--- src/whpf_pkg.sv ---
// shared types and constants for the wildcard header packet filter
package whpf_pkg;

	// configuration register indexes
	typedef enum logic [2:0] {
		REG_DST_MAC   = 3'd0,
		REG_SRC_MAC   = 3'd1,
		REG_ETHERTYPE = 3'd2,
		REG_DST_IP    = 3'd3,
		REG_SRC_IP    = 3'd4,
		REG_PROTOCOL  = 3'd5,
		REG_DST_PORT  = 3'd6,
		REG_SRC_PORT  = 3'd7
	} reg_index_t;

	localparam int CFG_DATA_W = 48;

	// header field values
	localparam logic [15:0] ETHERTYPE_IPV4 = 16'h0800;
	localparam logic [7:0]  PROTO_TCP      = 8'd6;
	localparam logic [7:0]  PROTO_UDP      = 8'd17;

	// byte offsets in the frame
	localparam logic [15:0] OFS_SRC_MAC   = 16'd6;
	localparam logic [15:0] OFS_ETYPE     = 16'd12;
	localparam logic [15:0] OFS_ETYPE_END = 16'd14;
	localparam logic [15:0] OFS_PROTOCOL  = 16'd23;
	localparam logic [15:0] OFS_SRC_IP    = 16'd26;
	localparam logic [15:0] OFS_DST_IP    = 16'd30;
	localparam logic [15:0] OFS_SRC_PORT  = 16'd34;
	localparam logic [15:0] OFS_DST_PORT  = 16'd36;
	localparam logic [15:0] OFS_PORT_END  = 16'd38;

	// minimum frame lengths for each header
	localparam logic [15:0] MIN_LEN_ETH = 16'd14;
	localparam logic [15:0] MIN_LEN_IP  = 16'd34;
	localparam logic [15:0] MIN_LEN_UDP = 16'd42;
	localparam logic [15:0] MIN_LEN_TCP = 16'd54;

	localparam logic [15:0] POS_MAX = 16'hFFFF;

endpackage

--- src/wildcard_header_packet_filter.sv ---
// wildcard header packet filter: byte-wise header parse and capture verdict
//
// Frame bytes come in on the input channel, one word per byte, in wire order,
// with last_byte set on the final byte. Each byte lands in an input register
// and is then compared against the match registers, updating the position
// counter and the per-field match flags. On the final byte the capture
// verdict and the saturating frame length are loaded into the result
// register and shown on the output channel; other bytes give no result word.
// Throughput is one byte per cycle while in_stall is low. The final byte
// passes through the input register, then the result register, and its
// result word is valid once it is in the result register.
// If the receiver stalls, a final byte waiting behind a full result register
// holds the input register and stall is raised on the input; bytes that are
// not final always move on. Configuration writes are registered; the user
// must make them between frames; the block does not enforce this. Reset
// (arst_n low) clears all match registers to zero, empties both registers
// and starts a new frame.
module wildcard_header_packet_filter (
	input  logic                            clk,
	input  logic                            arst_n,
	// configuration
	input  logic                            cfg_we,
	input  logic [2:0]                      cfg_index,
	input  logic [whpf_pkg::CFG_DATA_W-1:0] cfg_data,
	// byte input
	input  logic                            in_valid,
	output logic                            in_stall,
	input  logic [7:0]                      packet_byte,
	input  logic                            last_byte,
	// verdict output
	output logic                            out_valid,
	input  logic                            out_stall,
	output logic                            capture,
	output logic [15:0]                     frame_length
);
	import whpf_pkg::*;

	// match registers
	logic [47:0] dst_mac_q, src_mac_q;
	logic [15:0] ethertype_q, dst_port_q, src_port_q;
	logic [31:0] dst_ip_q, src_ip_q;
	logic [7:0]  protocol_q;

	// input register
	logic        valid_s1;
	logic [7:0]  byte_s1;
	logic        last_s1;

	// per-frame state
	logic [15:0] pos_q;
	logic        dst_mac_ok_q, src_mac_ok_q, dst_ip_ok_q, src_ip_ok_q;
	logic        dst_port_ok_q, src_port_ok_q;
	logic [15:0] etype_q;
	logic [7:0]  seen_proto_q;

	// result register
	logic        out_valid_q;
	logic        capture_q;
	logic [15:0] length_q;

	logic        in_accept, s1_go;
	logic [15:0] pos_next;
	logic        dst_mac_ok_d, src_mac_ok_d, dst_ip_ok_d, src_ip_ok_d;
	logic        dst_port_ok_d, src_port_ok_d;
	logic [15:0] etype_d;
	logic [7:0]  seen_proto_d;
	logic        verdict;

	logic [7:0]  dmac_b [6];
	logic [7:0]  smac_b [6];
	logic [7:0]  dip_b [4];
	logic [7:0]  sip_b [4];
	logic [7:0]  dport_b [2];
	logic [7:0]  sport_b [2];
	logic [15:0] ofs_smac, ofs_sip, ofs_dip, ofs_sport, ofs_dport;

	// handshake
	assign s1_go     = valid_s1 && (!last_s1 || !out_valid_q || !out_stall);
	assign in_stall  = valid_s1 && !s1_go;
	assign in_accept = in_valid && !in_stall;

	// configuration writes
	always_ff @(posedge clk or negedge arst_n) begin
		if (!arst_n) begin
			dst_mac_q   <= '0;
			src_mac_q   <= '0;
			ethertype_q <= '0;
			dst_ip_q    <= '0;
			src_ip_q    <= '0;
			protocol_q  <= '0;
			dst_port_q  <= '0;
			src_port_q  <= '0;
		end else if (cfg_we) begin
			unique case (reg_index_t'(cfg_index))
				REG_DST_MAC:   dst_mac_q   <= cfg_data;
				REG_SRC_MAC:   src_mac_q   <= cfg_data;
				REG_ETHERTYPE: ethertype_q <= cfg_data[15:0];
				REG_DST_IP:    dst_ip_q    <= cfg_data[31:0];
				REG_SRC_IP:    src_ip_q    <= cfg_data[31:0];
				REG_PROTOCOL:  protocol_q  <= cfg_data[7:0];
				REG_DST_PORT:  dst_port_q  <= cfg_data[15:0];
				REG_SRC_PORT:  src_port_q  <= cfg_data[15:0];
				default: ;
			endcase
		end
	end

	// input register
	always_ff @(posedge clk or negedge arst_n) begin
		if (!arst_n) begin
			valid_s1 <= 1'b0;
		end else if (in_accept) begin
			valid_s1 <= 1'b1;
		end else if (s1_go) begin
			valid_s1 <= 1'b0;
		end
	end

	always_ff @(posedge clk) begin
		if (in_accept) begin
			byte_s1 <= packet_byte;
			last_s1 <= last_byte;
		end
	end

	// match register bytes, first wire byte first
	always_comb begin
		for (int i = 0; i < 6; i++) begin
			dmac_b[i] = dst_mac_q[8*(5-i) +: 8];
			smac_b[i] = src_mac_q[8*(5-i) +: 8];
		end
		for (int i = 0; i < 4; i++) begin
			dip_b[i] = dst_ip_q[8*(3-i) +: 8];
			sip_b[i] = src_ip_q[8*(3-i) +: 8];
		end
		for (int i = 0; i < 2; i++) begin
			dport_b[i] = dst_port_q[8*(1-i) +: 8];
			sport_b[i] = src_port_q[8*(1-i) +: 8];
		end
	end

	assign ofs_smac  = pos_q - OFS_SRC_MAC;
	assign ofs_sip   = pos_q - OFS_SRC_IP;
	assign ofs_dip   = pos_q - OFS_DST_IP;
	assign ofs_sport = pos_q - OFS_SRC_PORT;
	assign ofs_dport = pos_q - OFS_DST_PORT;

	// byte compare and field capture at the current position
	always_comb begin
		dst_mac_ok_d  = dst_mac_ok_q;
		src_mac_ok_d  = src_mac_ok_q;
		dst_ip_ok_d   = dst_ip_ok_q;
		src_ip_ok_d   = src_ip_ok_q;
		dst_port_ok_d = dst_port_ok_q;
		src_port_ok_d = src_port_ok_q;
		etype_d       = etype_q;
		seen_proto_d  = seen_proto_q;
		priority if (pos_q < OFS_SRC_MAC) begin
			if (byte_s1 != dmac_b[pos_q[2:0]]) dst_mac_ok_d = 1'b0;
		end else if (pos_q < OFS_ETYPE) begin
			if (byte_s1 != smac_b[ofs_smac[2:0]]) src_mac_ok_d = 1'b0;
		end else if (pos_q < OFS_ETYPE_END) begin
			etype_d = {etype_q[7:0], byte_s1};
		end else if (pos_q == OFS_PROTOCOL) begin
			seen_proto_d = byte_s1;
		end else if (pos_q >= OFS_SRC_IP && pos_q < OFS_DST_IP) begin
			if (byte_s1 != sip_b[ofs_sip[1:0]]) src_ip_ok_d = 1'b0;
		end else if (pos_q >= OFS_DST_IP && pos_q < OFS_SRC_PORT) begin
			if (byte_s1 != dip_b[ofs_dip[1:0]]) dst_ip_ok_d = 1'b0;
		end else if (pos_q >= OFS_SRC_PORT && pos_q < OFS_DST_PORT) begin
			if (byte_s1 != sport_b[ofs_sport[0]]) src_port_ok_d = 1'b0;
		end else if (pos_q >= OFS_DST_PORT && pos_q < OFS_PORT_END) begin
			if (byte_s1 != dport_b[ofs_dport[0]]) dst_port_ok_d = 1'b0;
		end else begin
			// bytes outside the parsed fields leave the state alone
		end
	end

	assign pos_next = (pos_q == POS_MAX) ? pos_q : pos_q + 16'd1;

	// capture verdict from the updated frame state
	always_comb begin
		verdict = 1'b1;
		priority if (pos_next < MIN_LEN_ETH) begin
			verdict = 1'b0;
		end else if (dst_mac_q != '0 && !dst_mac_ok_d) begin
			verdict = 1'b0;
		end else if (src_mac_q != '0 && !src_mac_ok_d) begin
			verdict = 1'b0;
		end else if (ethertype_q != '0 && etype_d != ethertype_q) begin
			verdict = 1'b0;
		end else if (ethertype_q == '0) begin
			verdict = 1'b1;
		end else if (etype_d != ETHERTYPE_IPV4) begin
			verdict = 1'b1;
		end else if (pos_next < MIN_LEN_IP) begin
			verdict = 1'b0;
		end else if (dst_ip_q != '0 && !dst_ip_ok_d) begin
			verdict = 1'b0;
		end else if (src_ip_q != '0 && !src_ip_ok_d) begin
			verdict = 1'b0;
		end else if (seen_proto_d != protocol_q) begin
			verdict = 1'b0;
		end else if (seen_proto_d == PROTO_UDP || seen_proto_d == PROTO_TCP) begin
			priority if (seen_proto_d == PROTO_UDP && pos_next < MIN_LEN_UDP) begin
				verdict = 1'b0;
			end else if (seen_proto_d == PROTO_TCP && pos_next < MIN_LEN_TCP) begin
				verdict = 1'b0;
			end else if (dst_port_q != '0 && !dst_port_ok_d) begin
				verdict = 1'b0;
			end else if (src_port_q != '0 && !src_port_ok_d) begin
				verdict = 1'b0;
			end else begin
				verdict = 1'b1;
			end
		end else begin
			verdict = 1'b1;
		end
	end

	// per-frame state, back to start after the final byte
	always_ff @(posedge clk or negedge arst_n) begin
		if (!arst_n) begin
			pos_q         <= '0;
			dst_mac_ok_q  <= 1'b1;
			src_mac_ok_q  <= 1'b1;
			dst_ip_ok_q   <= 1'b1;
			src_ip_ok_q   <= 1'b1;
			dst_port_ok_q <= 1'b1;
			src_port_ok_q <= 1'b1;
			etype_q       <= '0;
			seen_proto_q  <= '0;
		end else if (s1_go) begin
			if (last_s1) begin
				pos_q         <= '0;
				dst_mac_ok_q  <= 1'b1;
				src_mac_ok_q  <= 1'b1;
				dst_ip_ok_q   <= 1'b1;
				src_ip_ok_q   <= 1'b1;
				dst_port_ok_q <= 1'b1;
				src_port_ok_q <= 1'b1;
				etype_q       <= '0;
				seen_proto_q  <= '0;
			end else begin
				pos_q         <= pos_next;
				dst_mac_ok_q  <= dst_mac_ok_d;
				src_mac_ok_q  <= src_mac_ok_d;
				dst_ip_ok_q   <= dst_ip_ok_d;
				src_ip_ok_q   <= src_ip_ok_d;
				dst_port_ok_q <= dst_port_ok_d;
				src_port_ok_q <= src_port_ok_d;
				etype_q       <= etype_d;
				seen_proto_q  <= seen_proto_d;
			end
		end
	end

	// result register
	always_ff @(posedge clk or negedge arst_n) begin
		if (!arst_n) begin
			out_valid_q <= 1'b0;
		end else if (s1_go && last_s1) begin
			out_valid_q <= 1'b1;
		end else if (!out_stall) begin
			out_valid_q <= 1'b0;
		end
	end

	always_ff @(posedge clk) begin
		if (s1_go && last_s1) begin
			capture_q <= verdict;
			length_q  <= pos_next;
		end
	end

	assign out_valid    = out_valid_q;
	assign capture      = capture_q;
	assign frame_length = length_q;

endmodule
--- config.mk ---
export PLATFORM = sky130hd
export DESIGN_NAME = wildcard_header_packet_filter
export DESIGN_NICKNAME = d
export VERILOG_FILES = /design/src/whpf_pkg.sv /design/src/wildcard_header_packet_filter.sv
export SDC_FILE = /design/constraint.sdc
export NUM_CORES = 1
export LEC_CHECK = 0
export BUFFER_PORTS_ARGS = -buffer_cell sky130_fd_sc_hd__buf_4
export CORE_MARGIN = 4
export CORE_UTILIZATION = 50
export DETAILED_ROUTE_END_ITERATION = 12
export PLACE_DENSITY = 0.67
export SETUP_SLACK_MARGIN = 0.15
export SYNTH_ARGS = -nofsm -noshare
export SYNTH_HDL_FRONTEND = slang
export SYNTH_SLANG_ARGS = --single-unit
export TNS_END_PERCENT = 100
--- constraint.sdc ---
create_clock -name clk -period 4.45 [get_ports clk]
set_input_delay 0.2225 -clock clk [delete_from_list [all_inputs] [get_ports clk]]
set_output_delay 0.2225 -clock clk [all_outputs]
set_load 0.005 [all_outputs]
# After elaboration in Yosys (flattened, before gate mapping)
# Cells that the tools add are included.
# classes
n_eq_ne	21
reduce_logical	50
add_sub_neg	6
n_lt_le_gt_ge	21
n_mux	85
bitwise_logic	6
# ops
cell	n
$mux 8	19
$lt 16x6->1 const B	6
$mux 16	6
$reduce_bool 48->1	2
$reduce_bool 32->1	2
$mux 1	56
$ne 8x8->1	7
$bmux 8 s3	2
$lt 16x4->1 const B	3
$reduce_bool 16->1	3
$bmux 8 s2	2
$ge 16x5->1 const B	2
$ge 16x6->1 const B	2
$logic_and 1x1->1	17
$add 16x1->16 const B	1
$eq 16x16->1 const B	1
$eq 16x5->1 const B	1
$logic_not 16->1	1
$lt 16x3->1 const B	1
$lt 16x5->1 const B	1
$ne 16x12->1 const B	1
$ne 16x16->1	1
$reduce_and 2->1	8
$eq 3x3->1 const B	4
other kinds (19)	40
# totals
output_inout_bits	19
ff_bits	290
inputBits	65
elab_cells	212

# Logic depth before layout (Yosys ltp)
# depth
word_depth	27
depth_mapped	13
mapped_depth_nobuf	9

# Least setup slack after synthesis
# OpenSTA, ideal clock, no wires.
# synth_timing
path_type	reg-to-reg
start	register pos_q[1]
end	register capture_q (netlist: capture) (data pin)
t_arrival_ns	2.479
path_slack_ns	1.712
n_path_buf	0
required_ns	4.191
synth_period_minus_slack_ns	2.738
path_stages_with_launch	10
cell_sequence	dfrtp_1 ha_1 and3_4 nand2_1 nor3_1 mux2_2 or3_1 or4_1 a21oi_1 nor4_1
# synth_between
word_cells_on_any_way	119
classes_between	add/sub (4); order compare (15); eq/ne (11); mux (64); bitwise (4); reduce/logical (21)
# synth_lines
element	line	source
start, declared	wildcard_header_packet_filter.sv:50	logic [15:0] pos_q;
start signal, assigned	wildcard_header_packet_filter.sv:245	pos_q <= pos_next;
$add 16x1->16 / $eq 16x16->1 (equally long branches)	wildcard_header_packet_filter.sv:179	assign pos_next = (pos_q == POS_MAX) ? pos_q : pos_q + 16'd1;
$mux 16 (*)	wildcard_header_packet_filter.sv:179	
via pos_next[14]	wildcard_header_packet_filter.sv:62	logic [15:0] pos_next;
$lt 16x6->1	wildcard_header_packet_filter.sv:207	end else if (seen_proto_d == PROTO_TCP && pos_next < MIN_LEN_TCP) begin
$logic_and 1x1->1	wildcard_header_packet_filter.sv:207	
$mux 1	wildcard_header_packet_filter.sv:207	
$mux 1	wildcard_header_packet_filter.sv:205	priority if (seen_proto_d == PROTO_UDP && pos_next < MIN_LEN_UDP) begin
$mux 1	wildcard_header_packet_filter.sv:204	end else if (seen_proto_d == PROTO_UDP || seen_proto_d == PROTO_TCP) begin
$mux 1	wildcard_header_packet_filter.sv:202	end else if (seen_proto_d != protocol_q) begin
$mux 1	wildcard_header_packet_filter.sv:200	end else if (src_ip_q != '0 && !src_ip_ok_d) begin
$mux 1	wildcard_header_packet_filter.sv:198	end else if (dst_ip_q != '0 && !dst_ip_ok_d) begin
$mux 1	wildcard_header_packet_filter.sv:196	end else if (pos_next < MIN_LEN_IP) begin
$mux 1	wildcard_header_packet_filter.sv:194	end else if (etype_d != ETHERTYPE_IPV4) begin
$mux 1	wildcard_header_packet_filter.sv:192	end else if (ethertype_q == '0) begin
end signal, assigned	wildcard_header_packet_filter.sv:271	capture_q <= verdict;
end, declared	wildcard_header_packet_filter.sv:58	logic capture_q;
# Mark *: on every way through the listed nets, which the timed path passes. The rest lies on a longest branch. The select of a mux whose other input is x is not followed.
# A chain may end at the register's enable or synchronous reset.

# Worst setup path in the final report
# layout_timing
start	register pos_q[1]
end	register capture_q (netlist: capture) (data pin)
# layout_between
elab_chain_len	22
word_cells_on_any_way	119
classes_between	add/sub (4); order compare (15); eq/ne (11); mux (64); bitwise (4); reduce/logical (21)
# layout_lines
element	line	source
$ge 16x6->1 (tied with other cells)	wildcard_header_packet_filter.sv:170	end else if (pos_q >= OFS_SRC_PORT && pos_q < OFS_DST_PORT) begin
$logic_and 1x1->1 (on tied branches)	wildcard_header_packet_filter.sv:170, wildcard_header_packet_filter.sv:172	
$mux 1 (on tied branches)	wildcard_header_packet_filter.sv:170, wildcard_header_packet_filter.sv:172	
$mux 1 (on tied branches)	wildcard_header_packet_filter.sv:168, wildcard_header_packet_filter.sv:170	
$mux 1 (on tied branches)	wildcard_header_packet_filter.sv:166, wildcard_header_packet_filter.sv:168	
$mux 1 (on tied branches)	wildcard_header_packet_filter.sv:164, wildcard_header_packet_filter.sv:166	
$mux 1 (on tied branches)	wildcard_header_packet_filter.sv:162, wildcard_header_packet_filter.sv:164	
$mux 1 (on tied branches)	wildcard_header_packet_filter.sv:160, wildcard_header_packet_filter.sv:162	
[6 not listed]	-	
$mux 1	wildcard_header_packet_filter.sv:205	
$mux 1	wildcard_header_packet_filter.sv:204	
$mux 1	wildcard_header_packet_filter.sv:202	
$mux 1	wildcard_header_packet_filter.sv:200	
$mux 1	wildcard_header_packet_filter.sv:198	
$mux 1	wildcard_header_packet_filter.sv:196	
$mux 1	wildcard_header_packet_filter.sv:194	
$mux 1	wildcard_header_packet_filter.sv:192	
# Several ways; a longest one is shown, not always the timed one. The select of a mux whose other input is x is not followed.

==> key figures <==
CTS
  • Sink Count: 290
  • Clock root buffer: sky130_fd_sc_hd__clkbuf_16
  • Clock buffer count from CTS: 30
  • Clock latency reported for the late side of the worst-skew pair: 590 ps
  • Number of gates resized after cts: 0
  • CTS tree: yes
  • Clock-pin slew reported for the worst setup and hold paths after clock tree synthesis: 70 ps
  • CTS H-tree lvls: 1
  • Clock tree buffer depth: 3

Run status
  • Result of the run: completed

Pwr
  • IR drop worst, VDD: 0.4283 mV
  • PwrDens: 454.4 nW/um^2
  • Overall power: 8.002 mW
  • Static power due to leakage: 7.178 nW

Critical path
  • Slowest cell delay on critical path: 610 ps
  • Cell type group with the largest total delay on the critical path: simple AND/OR/NAND/NOR gates
  • Cell type of the slowest stage on the worst timing path: sky130_fd_sc_hd__dfrtp_1
  • Critical register-to-register path startpoint: pos_q[1]
  • Bufs and invs on worst path: 1
  • Element type at the critical path end: register
  • Kind of critical path: reg2reg
  • Critical path cell sequence: buf_4 > ha_1 > and3_1 > and2_1 > o2111ai_1 > o31a_1 > or3_1 > or4_1 > a21oi_1 > nor4_1
  • Endpoint required time on the critical path: 4770 ps
  • Worst Setup SP: pos_q[1]
  • Largest fanout on the critical path: 33
  • Worst endpoint data arrival time: 3760 ps
  • Nature of the critical path startpoint: register

Global route
  • Global Route Usage Sum: 25.47%
  • Number of antenna violations at the first check in global routing: 2
  • Largest net degree at the start of global routing: 127
  • M3 GR Usage: 4.345%
  • Busiest grt layer: met2
  • Wire length of the first global-routing pass: 66.21 mm
  • Fraction of met1 tracks used by global routing: 36.83%
  • Via count of the first global-routing pass: 10840
  • Grt ovf: 0
  • Global Route met2 Usage: 40.39%

Synth
  • Post-synth top area share: 42.60%
  • Cell variety after synth: 76
  • Synthesized Nets: 1327
  • Synth Cell Area: 15160 sq um
  • Top post-synthesis cells by count: sky130_fd_sc_hd__dfrtp_1, sky130_fd_sc_hd__mux2_2, sky130_fd_sc_hd__nor4_1, sky130_fd_sc_hd__nand2_1, sky130_fd_sc_hd__xnor2_1
  • Cell accounting for the most synthesized area: sky130_fd_sc_hd__dfrtp_1
  • Post-synthesis register bit count: 290
  • Sequential area share after synthesis: 48.79%
  • Number of instances in the synthesized netlist: 1258
  • Async set-reset flop share out of synthesis: 91.03%
  • Synth warnings: 0
  • Dominant cells by area after synthesis: sky130_fd_sc_hd__dfrtp_1, sky130_fd_sc_hd__mux2_2, sky130_fd_sc_hd__edfxtp_1
  • Synthesized area per cell: 12.05 sq um
  • Number of synthesized flops with an enable pin: 26
  • Most used standard cell by instance count after synthesis: sky130_fd_sc_hd__dfrtp_1
  • Main flop type after synthesis: sky130_fd_sc_hd__dfrtp_1

Layout
  • Sequential cell area: 7398 sq um
  • Fraction of layout instances using a drive strength above 1: 30.66%
  • Area of the multi-input gates: 7279 sq um
  • # nets final: 1428
  • Synthesis-to-layout area growth: 16.20%
  • Filler cells: 2436
  • Share of the core filled with cells in the final layout: 59.11%

Timing
  • Transition at the pin with the smallest max-transition slack: 1215 ps
  • Setup violators final: 0
  • Time the final worst path needs with I/O delays and setup: 3444 ps
  • Fmax: 290.4 MHz
  • Slew HR: 18.67%
  • Clock Skew: 28.48 ps
  • Worst path setup slack after routing: 1006 ps
  • Total Neg Setup Slack: 0 ps
  • Total count of max-transition violations in the final report: 0
  • RSZ-0062 raised after global routing: no
  • Part of the cycle the worst path needs: 77.39%
  • Number of hold violations in the final report: 0

Route
  • DR WL/cell: 23.90 um
  • Post-detailed-routing wire length: 42.40 mm
  • Number of vias in the routed layout: 10990
  • Violation count after the first detailed-route iteration: 933
  • Remaining routing DRC violations: 0
  • Final antenna-violating net count: 0
  • Pre-antenna DRT Iters: 5
  • Post-detailed-route via-to-cell ratio: 6.194

Die
  • Total number of placement rows: 63
  • Die span in x: 182.1 um
  • Die area: 33160 sq um
  • Core footprint: 29800 sq um
  • Number of top-level pins: 84
  • Die Y: 182.1 um
  • Starting utilization of the core area: 50.87%

Job
  • Max_cap viols: 0

Worst hold path
  • HP Start: cfg_data[2]
  • Kind of path behind the tightest hold check: in2reg

Placement
  • GP Congestion: 0.9129
  • Number of input and output port buffers inserted: 83
  • Worst-case setup slack after placement: 1100 ps
  • Placed wire-length estimate: 28.46 mm
==> path summary, 6_finish.rpt <==
check                         endpoint  slack [ps]  cells after the start
setup / recovery               capture        1010                     10
hold / removal                dip_b[2]          30                      2
setup reg to reg               capture        1010                     10
hold reg to reg            src_ip_ok_q         470                      2
max in group asynchronous    sip_b[31]        3060                      3
min in group asynchronous  etype_q[14]         360                      2
==> power breakdown <==
| group | internal (mW) | switching (mW) |
|---|---|---|
| clock network | 1.58 | 1.07 |
| registers | 3.15 | 0.504 |
| logic | 0.930 | 0.765 |
| total | 5.66 | 2.34 |
==> repair_timing <==
action,in CTS,in global routing
buffers inserted,0,0
endpoints found under the hold margin,261,3
hold buffers,52,1
==> cells in the final DEF (no fill, tap or decap), types with 20 or more instances in the layout <==
cell type	synthesis	routed
sky130_fd_sc_hd__mux2i_1	53	53
sky130_fd_sc_hd__mux4_2	24	24
sky130_fd_sc_hd__inv_1	20	20
sky130_fd_sc_hd__clkbuf_16	0	30
sky130_fd_sc_hd__a21oi_1	21	21
sky130_fd_sc_hd__nand4_1	33	33
sky130_fd_sc_hd__xor2_1	41	41
sky130_fd_sc_hd__xnor2_1	58	58
sky130_fd_sc_hd__mux2_2	220	220
sky130_fd_sc_hd__o21ai_0	46	46
sky130_fd_sc_hd__nand2_1	64	64
sky130_fd_sc_hd__nor2_1	35	35
sky130_fd_sc_hd__buf_4	4	97
sky130_fd_sc_hd__edfxtp_1	26	26
sky130_fd_sc_hd__dlygate4sd3_1	0	53
sky130_fd_sc_hd__dfrtp_1	258	257
sky130_fd_sc_hd__a22oi_1	23	23
sky130_fd_sc_hd__nor4_1	67	67
==> cell type report <==
class                      instances  share of cell area [%]
sequential                       290                   42.01
multi-input combinational        861                   41.33
timing repair buffer             153                   7.460
clock buffer                      46                   4.945
tap                              390                   2.771
clock inverter                    10                  0.9804
inverter                          23                  0.4902
antenna                            1                 0.01421
==> routing by layer <==
metal / wire length, um / part of all wire (%) / vias to the layer above
met1: 18580 / 44 / 5596
met5: 7 / 0.017 / -
li1: - / - / 4914
met3: 2754 / 6.5 / 79
met2: 19810 / 47 / 398
met4: 1255 / 3.0 / 2
==> cells by family (layout without fill, tap and decap cells) <==
group,count (synthesis),count (layout),synth area share [%]
AND/OR/NAND/NOR,293,293,10.94
multiplexers,298,298,23.51
AO/OA/AOI/OAI,166,166,7.322
adder cells (fa/ha/maj),5,5,0.4045
XOR/XNOR,99,99,5.721
flip-flops,290,290,48.79
buffers and inverters,107,232,3.318
other,0,1,0
==> state kept, by name (all words and copies together) (netlist names), 8 cells and up <==
| register | flops |
|---|---|
| smac_b | 48 |
| ethertype_q | 16 |
| sport_b | 16 |
| byte_s1 | 8 |
| protocol_q | 8 |
| pos_q | 16 |
| dip_b | 32 |
| seen_proto_q | 8 |
| dport_b | 16 |
| frame_length | 16 |
| dmac_b | 48 |
| sip_b | 32 |
| etype_q | 16 |
==> metrics by stage <==
step	area (sq um)	hold WS, ps	instances
2_1_floorplan	15160	-73.09	1258
3_3_place_gp	16040	401.7	1664
3_5_place_dp	16040	402.0	1664
4_1_cts	17600	0.7846	1772
5_1_grt	17610	5.487	1773
6_report	17610	25.72	1774
Note: power is estimated with default switching activity, not from simulation.
